`config.mk`:
```
export PLATFORM = sky130hd
export DESIGN_NAME = marker_block_extractor_unit
export DESIGN_NICKNAME = d
export VERILOG_FILES = /design/src/rtl/mbe_pkg.sv /design/src/rtl/mbe_datapath.sv /design/src/rtl/mbe_ctrl.sv /design/src/rtl/marker_block_extractor_unit.sv
export SDC_FILE = /design/constraint.sdc
export NUM_CORES = 1
export LEC_CHECK = 0
export BUFFER_PORTS_ARGS = -buffer_cell sky130_fd_sc_hd__buf_2
export CORE_UTILIZATION = 60
export DETAILED_ROUTE_END_ITERATION = 10
export PLACE_DENSITY = 0.86
export SLEW_MARGIN = 5
export SYNTH_ARGS = -nofsm -noshare
export SYNTH_HDL_FRONTEND = slang
export SYNTH_SLANG_ARGS = --single-unit
```
`constraint.sdc`:
```
create_clock -name i_clk -period 3.9 [get_ports i_clk]
set_input_delay 0.195 -clock i_clk [delete_from_list [all_inputs] [get_ports i_clk]]
set_output_delay 0.195 -clock i_clk [all_outputs]
set_load 0.01 [all_outputs]
```
`src/rtl/mbe_pkg.sv`:
```
// ----------------------------------------------------------------------------
// Marker block extractor package
// Shared types, marker tables and codes for the marker block extractor.
// ----------------------------------------------------------------------------
package mbe_pkg;

    // Header field limits and the counter widths that follow from them.
    localparam int PATH_CHARS = 63;
    localparam int TYPE_CHARS = 5;
    localparam int PATH_W     = $clog2(PATH_CHARS + 1);
    localparam int TYPE_W     = $clog2(TYPE_CHARS + 1);

    // Marker lengths.
    localparam logic [2:0] START_LEN = 3'd6;
    localparam logic [2:0] END_LEN   = 3'd7;

    // Delimiter characters.
    localparam logic [7:0] CH_LT    = 8'h3C;
    localparam logic [7:0] CH_GT    = 8'h3E;
    localparam logic [7:0] CH_SPACE = 8'h20;

    // Result class codes.
    localparam logic [2:0] CLS_TEXT         = 3'd0;
    localparam logic [2:0] CLS_PAYLOAD      = 3'd1;
    localparam logic [2:0] CLS_PAYLOAD_ONLY = 3'd2;
    localparam logic [2:0] CLS_PATH         = 3'd3;
    localparam logic [2:0] CLS_TYPE         = 3'd4;
    localparam logic [2:0] CLS_DONE         = 3'd5;

    // Input command codes.
    localparam logic CMD_BYTE    = 1'b0;
    localparam logic CMD_RESTART = 1'b1;

    // Parser modes; unused codes behave as text mode.
    typedef enum logic [2:0] {
        MODE_TEXT    = 3'd0,
        MODE_PATH    = 3'd1,
        MODE_TYPE    = 3'd2,
        MODE_SKIP    = 3'd3,
        MODE_PAYLOAD = 3'd4
    } t_mode;

    // Controller states.
    typedef enum logic [1:0] {
        CTL_IDLE,
        CTL_EVAL,
        CTL_REPLAY,
        CTL_TAIL
    } t_ctl_state;

    // Input and output words.
    typedef struct packed {
        logic       cmd;
        logic [7:0] ch;
    } t_in_word;

    typedef struct packed {
        logic [7:0] out_byte;
        logic [2:0] out_class;
        logic       last;
    } t_out_word;

    // Commands from the controller to the datapath.
    typedef struct packed {
        logic load;
        logic eval;
        logic step;
        logic sel_tail;
        logic last;
    } t_dp_cmd;

    // Status from the datapath to the controller.
    typedef struct packed {
        logic plan_replay;
        logic plan_tail;
        logic replay_last;
        logic tail_en;
    } t_dp_status;

    // Start marker "<<A2W ".
    function automatic logic [7:0] start_mark_at(input logic [2:0] idx);
        logic [7:0] c;
        case (idx)
            3'd0:    c = CH_LT;
            3'd1:    c = CH_LT;
            3'd2:    c = 8'h41;
            3'd3:    c = 8'h32;
            3'd4:    c = 8'h57;
            3'd5:    c = CH_SPACE;
            default: c = 8'h00;
        endcase
        return c;
    endfunction

    // End marker "<<A2E>>".
    function automatic logic [7:0] end_mark_at(input logic [2:0] idx);
        logic [7:0] c;
        case (idx)
            3'd0:    c = CH_LT;
            3'd1:    c = CH_LT;
            3'd2:    c = 8'h41;
            3'd3:    c = 8'h32;
            3'd4:    c = 8'h45;
            3'd5:    c = CH_GT;
            3'd6:    c = CH_GT;
            default: c = 8'h00;
        endcase
        return c;
    endfunction

endpackage

```
`src/rtl/mbe_datapath.sv`:
```
// ----------------------------------------------------------------------------
// Marker block extractor datapath
// Holds the parser state and the captured word, works out the update and
// the output plan for one word, and forms each output word.
// ----------------------------------------------------------------------------
module mbe_datapath import mbe_pkg::*; (
    input  logic       i_clk,
    input  logic       i_rst_n,
    input  t_in_word   i_in_word,
    input  t_dp_cmd    i_cmd,
    output t_dp_status o_status,
    output t_out_word  o_out_word
);

    // Captured input word.
    t_in_word          r_item;

    // Parser state.
    t_mode             r_mode, n_mode;
    logic [2:0]        r_start_m, n_start_m;
    logic [2:0]        r_end_m, n_end_m;
    logic [PATH_W-1:0] r_path_len, n_path_len;
    logic [TYPE_W-1:0] r_type_len, n_type_len;
    logic              r_block_seen, n_block_seen;

    // Output plan: replayed marker bytes, then an optional tail byte.
    logic [2:0]        r_rep_n, n_rep_n;
    logic              r_rep_end, n_rep_end;
    logic              r_tail_en, n_tail_en;
    logic [2:0]        r_tail_cls, n_tail_cls;
    logic [2:0]        r_idx;

    // Match positions after wrapping a full match back to zero.
    logic [2:0]        sm, em;

    assign sm = (r_start_m >= START_LEN) ? 3'd0 : r_start_m;
    assign em = (r_end_m >= END_LEN) ? 3'd0 : r_end_m;

    // Capture the accepted word.
    always_ff @(posedge i_clk) begin
        if (i_cmd.load) begin
            r_item <= i_in_word;
        end
    end

    // Next parser state and output plan for the captured word.
    always_comb begin
        n_mode       = r_mode;
        n_start_m    = r_start_m;
        n_end_m      = r_end_m;
        n_path_len   = r_path_len;
        n_type_len   = r_type_len;
        n_block_seen = r_block_seen;
        n_rep_n      = 3'd0;
        n_rep_end    = 1'b0;
        n_tail_en    = 1'b0;
        n_tail_cls   = CLS_TEXT;

        if (r_item.cmd == CMD_RESTART) begin
            n_mode       = MODE_TEXT;
            n_start_m    = 3'd0;
            n_end_m      = 3'd0;
            n_path_len   = '0;
            n_type_len   = '0;
            n_block_seen = 1'b0;
        end else begin
            case (r_mode)
                MODE_PATH: begin
                    if (r_item.ch == CH_SPACE) begin
                        n_mode     = MODE_TYPE;
                        n_type_len = '0;
                    end else if (r_path_len < PATH_W'(PATH_CHARS)) begin
                        n_path_len = r_path_len + 1'b1;
                        n_tail_en  = 1'b1;
                        n_tail_cls = CLS_PATH;
                    end
                end
                MODE_TYPE: begin
                    if (r_item.ch == CH_GT) begin
                        n_mode = MODE_SKIP;
                    end else if (r_type_len < TYPE_W'(TYPE_CHARS)) begin
                        n_type_len = r_type_len + 1'b1;
                        n_tail_en  = 1'b1;
                        n_tail_cls = CLS_TYPE;
                    end
                end
                MODE_SKIP: begin
                    n_mode  = MODE_PAYLOAD;
                    n_end_m = 3'd0;
                end
                MODE_PAYLOAD: begin
                    if (r_item.ch == end_mark_at(em)) begin
                        if (em == END_LEN - 3'd1) begin
                            n_block_seen = 1'b1;
                            n_mode       = MODE_TEXT;
                            n_end_m      = 3'd0;
                            n_start_m    = 3'd0;
                            n_tail_en    = 1'b1;
                            n_tail_cls   = CLS_DONE;
                        end else begin
                            n_end_m = em + 3'd1;
                        end
                    end else begin
                        // Broken end marker: its bytes go out as payload only.
                        n_rep_n   = em;
                        n_rep_end = 1'b1;
                        if (em != 3'd0 && r_item.ch == CH_LT) begin
                            n_end_m = 3'd1;
                        end else begin
                            n_end_m    = 3'd0;
                            n_tail_en  = 1'b1;
                            n_tail_cls = CLS_PAYLOAD;
                        end
                    end
                end
                default: begin
                    n_mode = MODE_TEXT;
                    if (r_item.ch == start_mark_at(sm)) begin
                        if (sm == START_LEN - 3'd1) begin
                            n_mode     = MODE_PATH;
                            n_path_len = '0;
                            n_start_m  = 3'd0;
                        end else begin
                            n_start_m = sm + 3'd1;
                        end
                    end else begin
                        // Broken start marker: its bytes go out as text.
                        n_rep_n   = sm;
                        n_rep_end = 1'b0;
                        if (sm != 3'd0 && r_item.ch == CH_LT) begin
                            n_start_m = 3'd1;
                        end else begin
                            n_start_m  = 3'd0;
                            n_tail_en  = 1'b1;
                            n_tail_cls = CLS_TEXT;
                        end
                    end
                end
            endcase
        end
    end

    // Parser state and plan registers.
    always_ff @(posedge i_clk) begin
        if (!i_rst_n) begin
            r_mode       <= MODE_TEXT;
            r_start_m    <= 3'd0;
            r_end_m      <= 3'd0;
            r_path_len   <= '0;
            r_type_len   <= '0;
            r_block_seen <= 1'b0;
            r_rep_n      <= 3'd0;
            r_rep_end    <= 1'b0;
            r_tail_en    <= 1'b0;
            r_tail_cls   <= CLS_TEXT;
            r_idx        <= 3'd0;
        end else if (i_cmd.eval) begin
            r_mode       <= n_mode;
            r_start_m    <= n_start_m;
            r_end_m      <= n_end_m;
            r_path_len   <= n_path_len;
            r_type_len   <= n_type_len;
            r_block_seen <= n_block_seen;
            r_rep_n      <= n_rep_n;
            r_rep_end    <= n_rep_end;
            r_tail_en    <= n_tail_en;
            r_tail_cls   <= n_tail_cls;
            r_idx        <= 3'd0;
        end else if (i_cmd.step) begin
            r_idx <= r_idx + 3'd1;
        end
    end

    // Status towards the controller.
    assign o_status.plan_replay = (n_rep_n != 3'd0);
    assign o_status.plan_tail   = n_tail_en;
    assign o_status.replay_last = (r_idx == r_rep_n - 3'd1);
    assign o_status.tail_en     = r_tail_en;

    // Output word: a replayed marker byte or the tail byte.
    always_comb begin
        if (i_cmd.sel_tail) begin
            o_out_word.out_byte  = r_item.ch;
            o_out_word.out_class = r_tail_cls;
        end else if (r_rep_end) begin
            o_out_word.out_byte  = end_mark_at(r_idx);
            o_out_word.out_class = CLS_PAYLOAD_ONLY;
        end else begin
            o_out_word.out_byte  = start_mark_at(r_idx);
            o_out_word.out_class = CLS_TEXT;
        end
        o_out_word.last = i_cmd.last;
    end

endmodule

```
`src/rtl/mbe_ctrl.sv`:
```
// ----------------------------------------------------------------------------
// Marker block extractor controller
// Sequences capture, evaluation and delivery of the output words of one
// input word.
// ----------------------------------------------------------------------------
module mbe_ctrl import mbe_pkg::*; (
    input  logic       i_clk,
    input  logic       i_rst_n,
    input  logic       i_in_valid,
    output logic       o_in_stall,
    output logic       o_out_valid,
    input  logic       i_out_stall,
    input  t_dp_status i_status,
    output t_dp_cmd    o_cmd
);

    t_ctl_state r_state, n_state;

    // State register.
    always_ff @(posedge i_clk) begin
        if (!i_rst_n) begin
            r_state <= CTL_IDLE;
        end else begin
            r_state <= n_state;
        end
    end

    // Next state and datapath commands.
    always_comb begin
        n_state        = r_state;
        o_in_stall     = 1'b1;
        o_out_valid    = 1'b0;
        o_cmd.load     = 1'b0;
        o_cmd.eval     = 1'b0;
        o_cmd.step     = 1'b0;
        o_cmd.sel_tail = 1'b0;
        o_cmd.last     = 1'b0;

        case (r_state)
            CTL_IDLE: begin
                o_in_stall = 1'b0;
                if (i_in_valid) begin
                    o_cmd.load = 1'b1;
                    n_state    = CTL_EVAL;
                end
            end
            CTL_EVAL: begin
                o_cmd.eval = 1'b1;
                if (i_status.plan_replay) begin
                    n_state = CTL_REPLAY;
                end else if (i_status.plan_tail) begin
                    n_state = CTL_TAIL;
                end else begin
                    n_state = CTL_IDLE;
                end
            end
            CTL_REPLAY: begin
                o_out_valid = 1'b1;
                o_cmd.last  = i_status.replay_last && !i_status.tail_en;
                if (!i_out_stall) begin
                    o_cmd.step = 1'b1;
                    if (i_status.replay_last) begin
                        n_state = i_status.tail_en ? CTL_TAIL : CTL_IDLE;
                    end
                end
            end
            CTL_TAIL: begin
                o_out_valid    = 1'b1;
                o_cmd.sel_tail = 1'b1;
                o_cmd.last     = 1'b1;
                if (!i_out_stall) begin
                    n_state = CTL_IDLE;
                end
            end
            default: begin
                n_state = CTL_IDLE;
            end
        endcase
    end

endmodule

```
`src/rtl/marker_block_extractor_unit.sv`:
```
// ----------------------------------------------------------------------------
// Marker block extractor
// Passes a byte stream through as text and lifts marked blocks out of it,
// tagging path, type and payload bytes and flagging block completion.
//
//   Channel   Signals                                  Word
//   input     i_in_valid, o_in_stall, i_in_word        t_in_word  (cmd, ch)
//   output    o_out_valid, i_out_stall, o_out_word     t_out_word (byte, class, last)
//
// An input word is captured in the idle state and then given a single
// evaluation step, which plans up to 7 output words. The output sequencer
// then delivers one word per cycle while the output is not stalled, and
// the next input word is taken only once the last output word has gone.
// Reset is synchronous and returns the parser to text mode.
// Output stalls hold the current word and delay the next input word.
// ----------------------------------------------------------------------------
module marker_block_extractor_unit import mbe_pkg::*; (
    input  logic      i_clk,
    input  logic      i_rst_n,
    input  logic      i_in_valid,
    output logic      o_in_stall,
    input  t_in_word  i_in_word,
    output logic      o_out_valid,
    input  logic      i_out_stall,
    output t_out_word o_out_word
);

    t_dp_cmd    dp_cmd;
    t_dp_status dp_status;

    // Sequencer.
    mbe_ctrl u_ctrl (
        .i_clk       (i_clk),
        .i_rst_n     (i_rst_n),
        .i_in_valid  (i_in_valid),
        .o_in_stall  (o_in_stall),
        .o_out_valid (o_out_valid),
        .i_out_stall (i_out_stall),
        .i_status    (dp_status),
        .o_cmd       (dp_cmd)
    );

    // Parser state and output formation.
    mbe_datapath u_datapath (
        .i_clk      (i_clk),
        .i_rst_n    (i_rst_n),
        .i_in_word  (i_in_word),
        .i_cmd      (dp_cmd),
        .o_status   (dp_status),
        .o_out_word (o_out_word)
    );

endmodule
```
* Word level (Yosys, flattened, before mapping) *
Cells that the tools add are included.

cells by class
  bitwise logic cells = 1
  magnitude comparators = 4
  equality and inequality tests = 44
  $mul = 0
  mux-type cells = 85
  $add $sub $neg = 6
  shift operators = 0
  div/mod/pow operators = 0
  reductions and logical operators = 31

operator list
  operator                                                         number
  7-bit case mux with 5 select lines                               4
  3-bit 2-to-1 mux                                                 27
  8-bit 2-to-1 mux                                                 4
  6-bit 2-to-1 mux                                                 5
  3-bit == test, second input constant                             9
  1-bit 2-to-1 mux                                                 25
  3-bit by 2-bit == test with 1-bit output, second input constant  8
  8-bit by 6-bit == test with 1-bit output, second input constant  3
  3-bit case mux with 2 select lines                               4
  11-bit 2-to-1 mux                                                2
  3-bit nonzero test                                               7
  3-bit by 1-bit != test with 1-bit output, second input constant  6
  8-bit == test                                                    2
  2-bit 2-to-1 mux                                                 8
  2-bit OR reduction                                               7
  3-bit by 1-bit adder with 3-bit output, second input constant    4
  3-bit by 1-bit == test with 1-bit output, second input constant  4
  3-bit case mux with 4 select lines                               1
  6-bit case mux with 2 select lines                               1
  5-bit AND reduction                                              2
  3-bit logical NOT                                                3
  3-bit case mux with 3 select lines                               1
  2-bit case mux with 4 select lines                               1
  4-bit AND reduction                                              2
  other kinds (21)                                                 31

word-level totals
  ROM bits = 0
  memories = 0
  bits in latches = 0
  output and inout bits = 14
  input bits = 13
  flip-flop bits (word level) = 40
  word-level logic and storage cells = 184
  memory bits (writable) = 0

* Logic depth before layout (Yosys ltp) *
  depth after elaboration = 14
  gate-level depth with buffers = 12
  gate-level depth less buffers = 10

* Hierarchy *
A second synthesis with hierarchy kept.

second synthesis, totals
  cell total of the unflattened synthesis = 366
  area, all modules = 2,927.8 µm²

modules (own cells, without submodules)
  module        times used  cells an instance  area each (µm²)
  mbe_datapath  1           343                2,757.6
  mbe_ctrl      1           23                 170.2

* Worst setup path after synthesis *
No wires, ideal clock.

  path kind = register -> register
  start = register u_datapath.r_end_m[2]
  end = register u_datapath.r_mode[2]
  data required time = 3,829 ps
  clock period less this slack = 3,177 ps
  path buffers = 2
  arrival time = 3,107 ps
  stages on the path, launching flop included = 11
  slack = 723 ps
  cells stage by stage = dfxtp_1 -> buf_6 -> clkbuf_1 -> nand2_1 -> ha_1 -> a221o_1 -> or4b_4 -> or3_1 -> a221o_1 -> or4_1 -> a21oi_1

between the ends
  cells in the longest elaborated chain, start to end = 10

ends and longest elaborated chain
  what                                                       line                 RTL
  from (decl)                                                mbe_datapath.sv:21   logic [2:0] r_end_m, n_end_m;
  from (signal assigned)                                     mbe_datapath.sv:160  r_end_m <= n_end_m;
  3-bit >= comparator                                        mbe_datapath.sv:37   assign em = (r_end_m >= END_LEN) ? 3'd0 : r_end_m;
  3-bit 2-to-1 mux (*)                                       mbe_datapath.sv:37
  3-bit == test, or another cell as far along                mbe_pkg.sv:98        case (idx)
  2-bit OR reduction (no source line)                        -
  7-bit case mux with 5 select lines                         mbe_pkg.sv:98
  8-bit 2-to-1 mux                                           mbe_datapath.sv:67   case (r_mode)
  8-bit 2-to-1 mux                                           mbe_datapath.sv:59   if (r_item.cmd == CMD_RESTART) begin
  8-bit == test                                              mbe_datapath.sv:92   if (r_item.ch == end_mark_at(em)) begin
  3-bit by 1-bit != test with 1-bit output (no source line)  -
  5-bit AND reduction (no source line) (*)                   -
  to (signal assigned)                                       mbe_datapath.sv:158  r_mode <= n_mode;
  to (decl)                                                  mbe_datapath.sv:19   t_mode r_mode, n_mode;

Mark *: on every way between the ends. The rest lies on a longest branch, timed or not. The select of a mux whose other input is x is not followed.
A chain may end at the register's enable or synchronous reset.

* Worst setup path after layout *
  start = register u_datapath.r_end_m[0]
  end = register u_datapath.r_mode[2]

The elaborated chain is that of the path after synthesis.

==> metrics.md <==
| Metric | Value |
|---|---|
| Status | finished, final reports clean |
| Worst hold path type | in -> reg |
| Final setup TNS | 0 ps |
| Leading area contributor after synthesis | dfxtp_1 |
| Fraction of registers with async set/reset | 0% |
| Synth top cells by count | nand2_1, nor2_1, a21oi_1, dfxtp_1, clkbuf_1 |
| Largest net degree at the start of global routing | 22 |
| Core area | 4790 um2 |
| Crit Path Class | reg -> reg |
| Starting Density | 62.9% |
| Relative slew margins | 34.4% |
| Design Power | 1.16 mW |
| Via Count | 2997 |
| 1st-iter DRT viols | 343 |
| P per Cell Area | 363 nW/um2 |
| Root Driver | clkbuf_8 |
| Die Y | 72.8 um |
| Hpwl dp | 5400 um |
| Final hold viol count | 0 |
| #FFs+latches synth | 40 |
| Syn Nets | 423 |
| GR Util All Layers | 29.7% |
| Achievable Freq | 0.295 GHz |
| Fillers | 431 |
| Critical Path AT | 3600 ps |
| Routed Antenna Nets | 0 |
| Die X-Extent | 72.8 um |
| RSZ-0062 raised after global routing | no |
| Num CTS Buffers | 5 |
| Fin. max-slew vios | 0 |
| Post-CTS sizing | 0 |
| Buffers on Ports | 26 |
| Most Frequent Cell on Critical Path | a21oi_1 |
| Placed instance count | 464 |
| Clock Latency Late Sink | 290 ps |
| Max-Cap Viols | 0 |
| Warnings, synthesis | 0 |
| Vias in the first global route | 2683 |
| Hold Buf Count CTS | 0 |
| Leak | 1.17 nW |
| DR DRC count | 0 |
| Layout cells sized above 1 | 11.4% |
| Seq/Total Area, Yosys | 29.6% |
| Critical-path top delay cell | dfxtp_1 |
| CP Buf/Inv Count | 0 |
| Final setup margin | 511 ps |
| Post-route cell area | 3200 um2 |
| Post-Synth Adder-Cell Area | 5.32% |
| Worst-margin pin slew | 981 ps |
| Synth Area in Compound Gates | 25.0% |
| Mux cell area share after synthesis | 1.37% |
| Via-to-Cell Ratio | 6.36 |
| Post-Synth Simple-Gate Area | 28.5% |
| Num rows | 25 |
| Period utilization | 86.9% |
| Predominant post-synthesis flop cell | dfxtp_1 |
| GR Overflow Total | 0 |
| Hold_ws | 78.0 ps |
| VDD IR max | 0.357 mV |
| Final WL | 7410 um |
| CTS tree | built |
| Share of the synthesized area in the top cell type | 20.6% |
| Antenna violations before repair | 0 |
| Area of the multi-input gates | 1920 um2 |
| Crit-path leading delay family | simple AND/OR/NAND/NOR gates |
| Min cycle time layout | 3390 ps |
| Main area contributors after synthesis | dfxtp_1, edfxtp_1, nand2_1 |
| Top-count cell post-synth | nand2_1 |
| Clk buf depth | 2 |
| Post-Synth XOR/XNOR Area | 3.49% |
| Main combinational cell family by area after synthesis | simple AND/OR/NAND/NOR gates |
| Placed instance area | 3120 um2 |
| Synthesized area per cell | 7.57 um2 |
| Layout Skew | 5.87 ps |
| Final cell count without fillers | 471 |
| H-tree depth | 2 |
| Die area | 5310 um2 |
| Drt wl/cell | 15.7 um |
| Syn-to-layout area delta | 6.19% |
| Boundary pin count | 27 |
| Required @ worst endpoint | 4110 ps |
| FF+latch area | 891 um2 |
| Nets | 429 |
| Final setup viols | 0 |
| Setup WS pre-CTS | 565 ps |
| Post-layout util | 66.8% |
| Post-synth EDFFs | 9 |
| Synthesized area | 3010 um2 |
| First-pass GRT wire length | 12200 um |
| CP max FO | 15 |
| Post-CTS setup buffers | 0 |
| Clock slew at reported path FFs | 80 ps |
| Ant. Diodes | 0 |
| Worst path max stage delay | 610 ps |
| Setup crit end kind | register |
| Count of different cell masters after synthesis | 65 |
| Gate Count Post-Synth | 398 |
| Final GP Congestion | 0.950 |
| Drt first pass iters | 5 |
| Setup slack, reg-to-reg | 510 ps |
| Critical Path Start Type | register |
| Sink Count | 40 |
| Critical path, cell by cell | nand2_1 > nor2_1 > ha_1 > nand2b_1 > a21oi_1 > or4b_4 > or3_1 > a221o_1 > or4_1 > a21oi_1 |
## sequential cells by signal, summed over array words and instances, names as in the netlist
name,flops
u_datapath.r_item,9
u_datapath.r_path_len,6
u_datapath.r_end_m,3
u_datapath.r_idx,3
u_datapath.r_mode,3
u_datapath.r_rep_n,3
u_datapath.r_start_m,3
u_datapath.r_tail_cls,3
u_datapath.r_type_len,3
u_ctrl.r_state,2
u_datapath.r_rep_end,1
u_datapath.r_tail_en,1
## final cells by class
cell class	instances	area share, %
inverters	20	2.35
repair buffers	29	4.77
well taps	67	2.62
flip-flops and latches	40	27.9
clock inverters	1	0.156
clock buffers	6	2.27
multi-input cells	308	60.0
## power breakdown
part	switching (mW)	internal (mW)
combinational	0.214	0.130
clock	0.140	0.122
sequential	0.0867	0.468
total	0.440	0.720
## logic make-up (layout without fill, tap and decap cells)
logic type,count (synthesis),count (layout)
AND/OR/NAND/NOR,168,168
multiplexers,4,4
AO/OA/AOI/OAI,111,111
adder cells (fa/ha/maj),13,13
XOR/XNOR,12,12
buffers and inverters,50,56
flip-flops,40,40
## layer usage
metal / share of wire [%] / up-vias / track usage, %
li1: - / 1454 / -
met3: 7.4 / 12 / 4.70
met2: 46 / 128 / 48.0
met1: 45 / 1403 / 39.2
met5: 0 / - / 0
met4: 2.1 / 0 / 13.3
## worst register-to-register path, delay by kind of cell, from the launching register on
family,cells,cell delay [ps]
AOI/OAI and AO/OA,3,580
adders and majority gates,1,210
DFF,1,610
and+or+nand+nor,6,1910
## worst paths after layout
path / start / endpoint / cells after the start
worst min register to register: u_datapath.r_tail_cls[2] / u_datapath.r_tail_cls[2] / 2
worst max-delay path: u_datapath.r_end_m[0] / u_datapath.r_mode[2] / 10
worst max register to register: u_datapath.r_end_m[0] / u_datapath.r_mode[2] / 10
worst min-delay path: i_in_word[6] / u_datapath.r_item[6] / 1
## layout by cell type, fill, tap and decap left out, types with 5 or more instances in the layout
master / n
a21oi_1: 31
a31oi_1: 7
and3_1: 5
buf_2: 26
clkbuf_8: 5
dfxtp_1: 31
edfxtp_1: 9
ha_1: 12
inv_1: 20
nand2_1: 44
nand2b_1: 10
nand3_1: 15
nor2_1: 40
nor3_1: 14
nor4_1: 5
o21a_1: 6
o21ai_0: 21
xor2_1: 8
No activity file was read; power rests on OpenSTA's default activity.
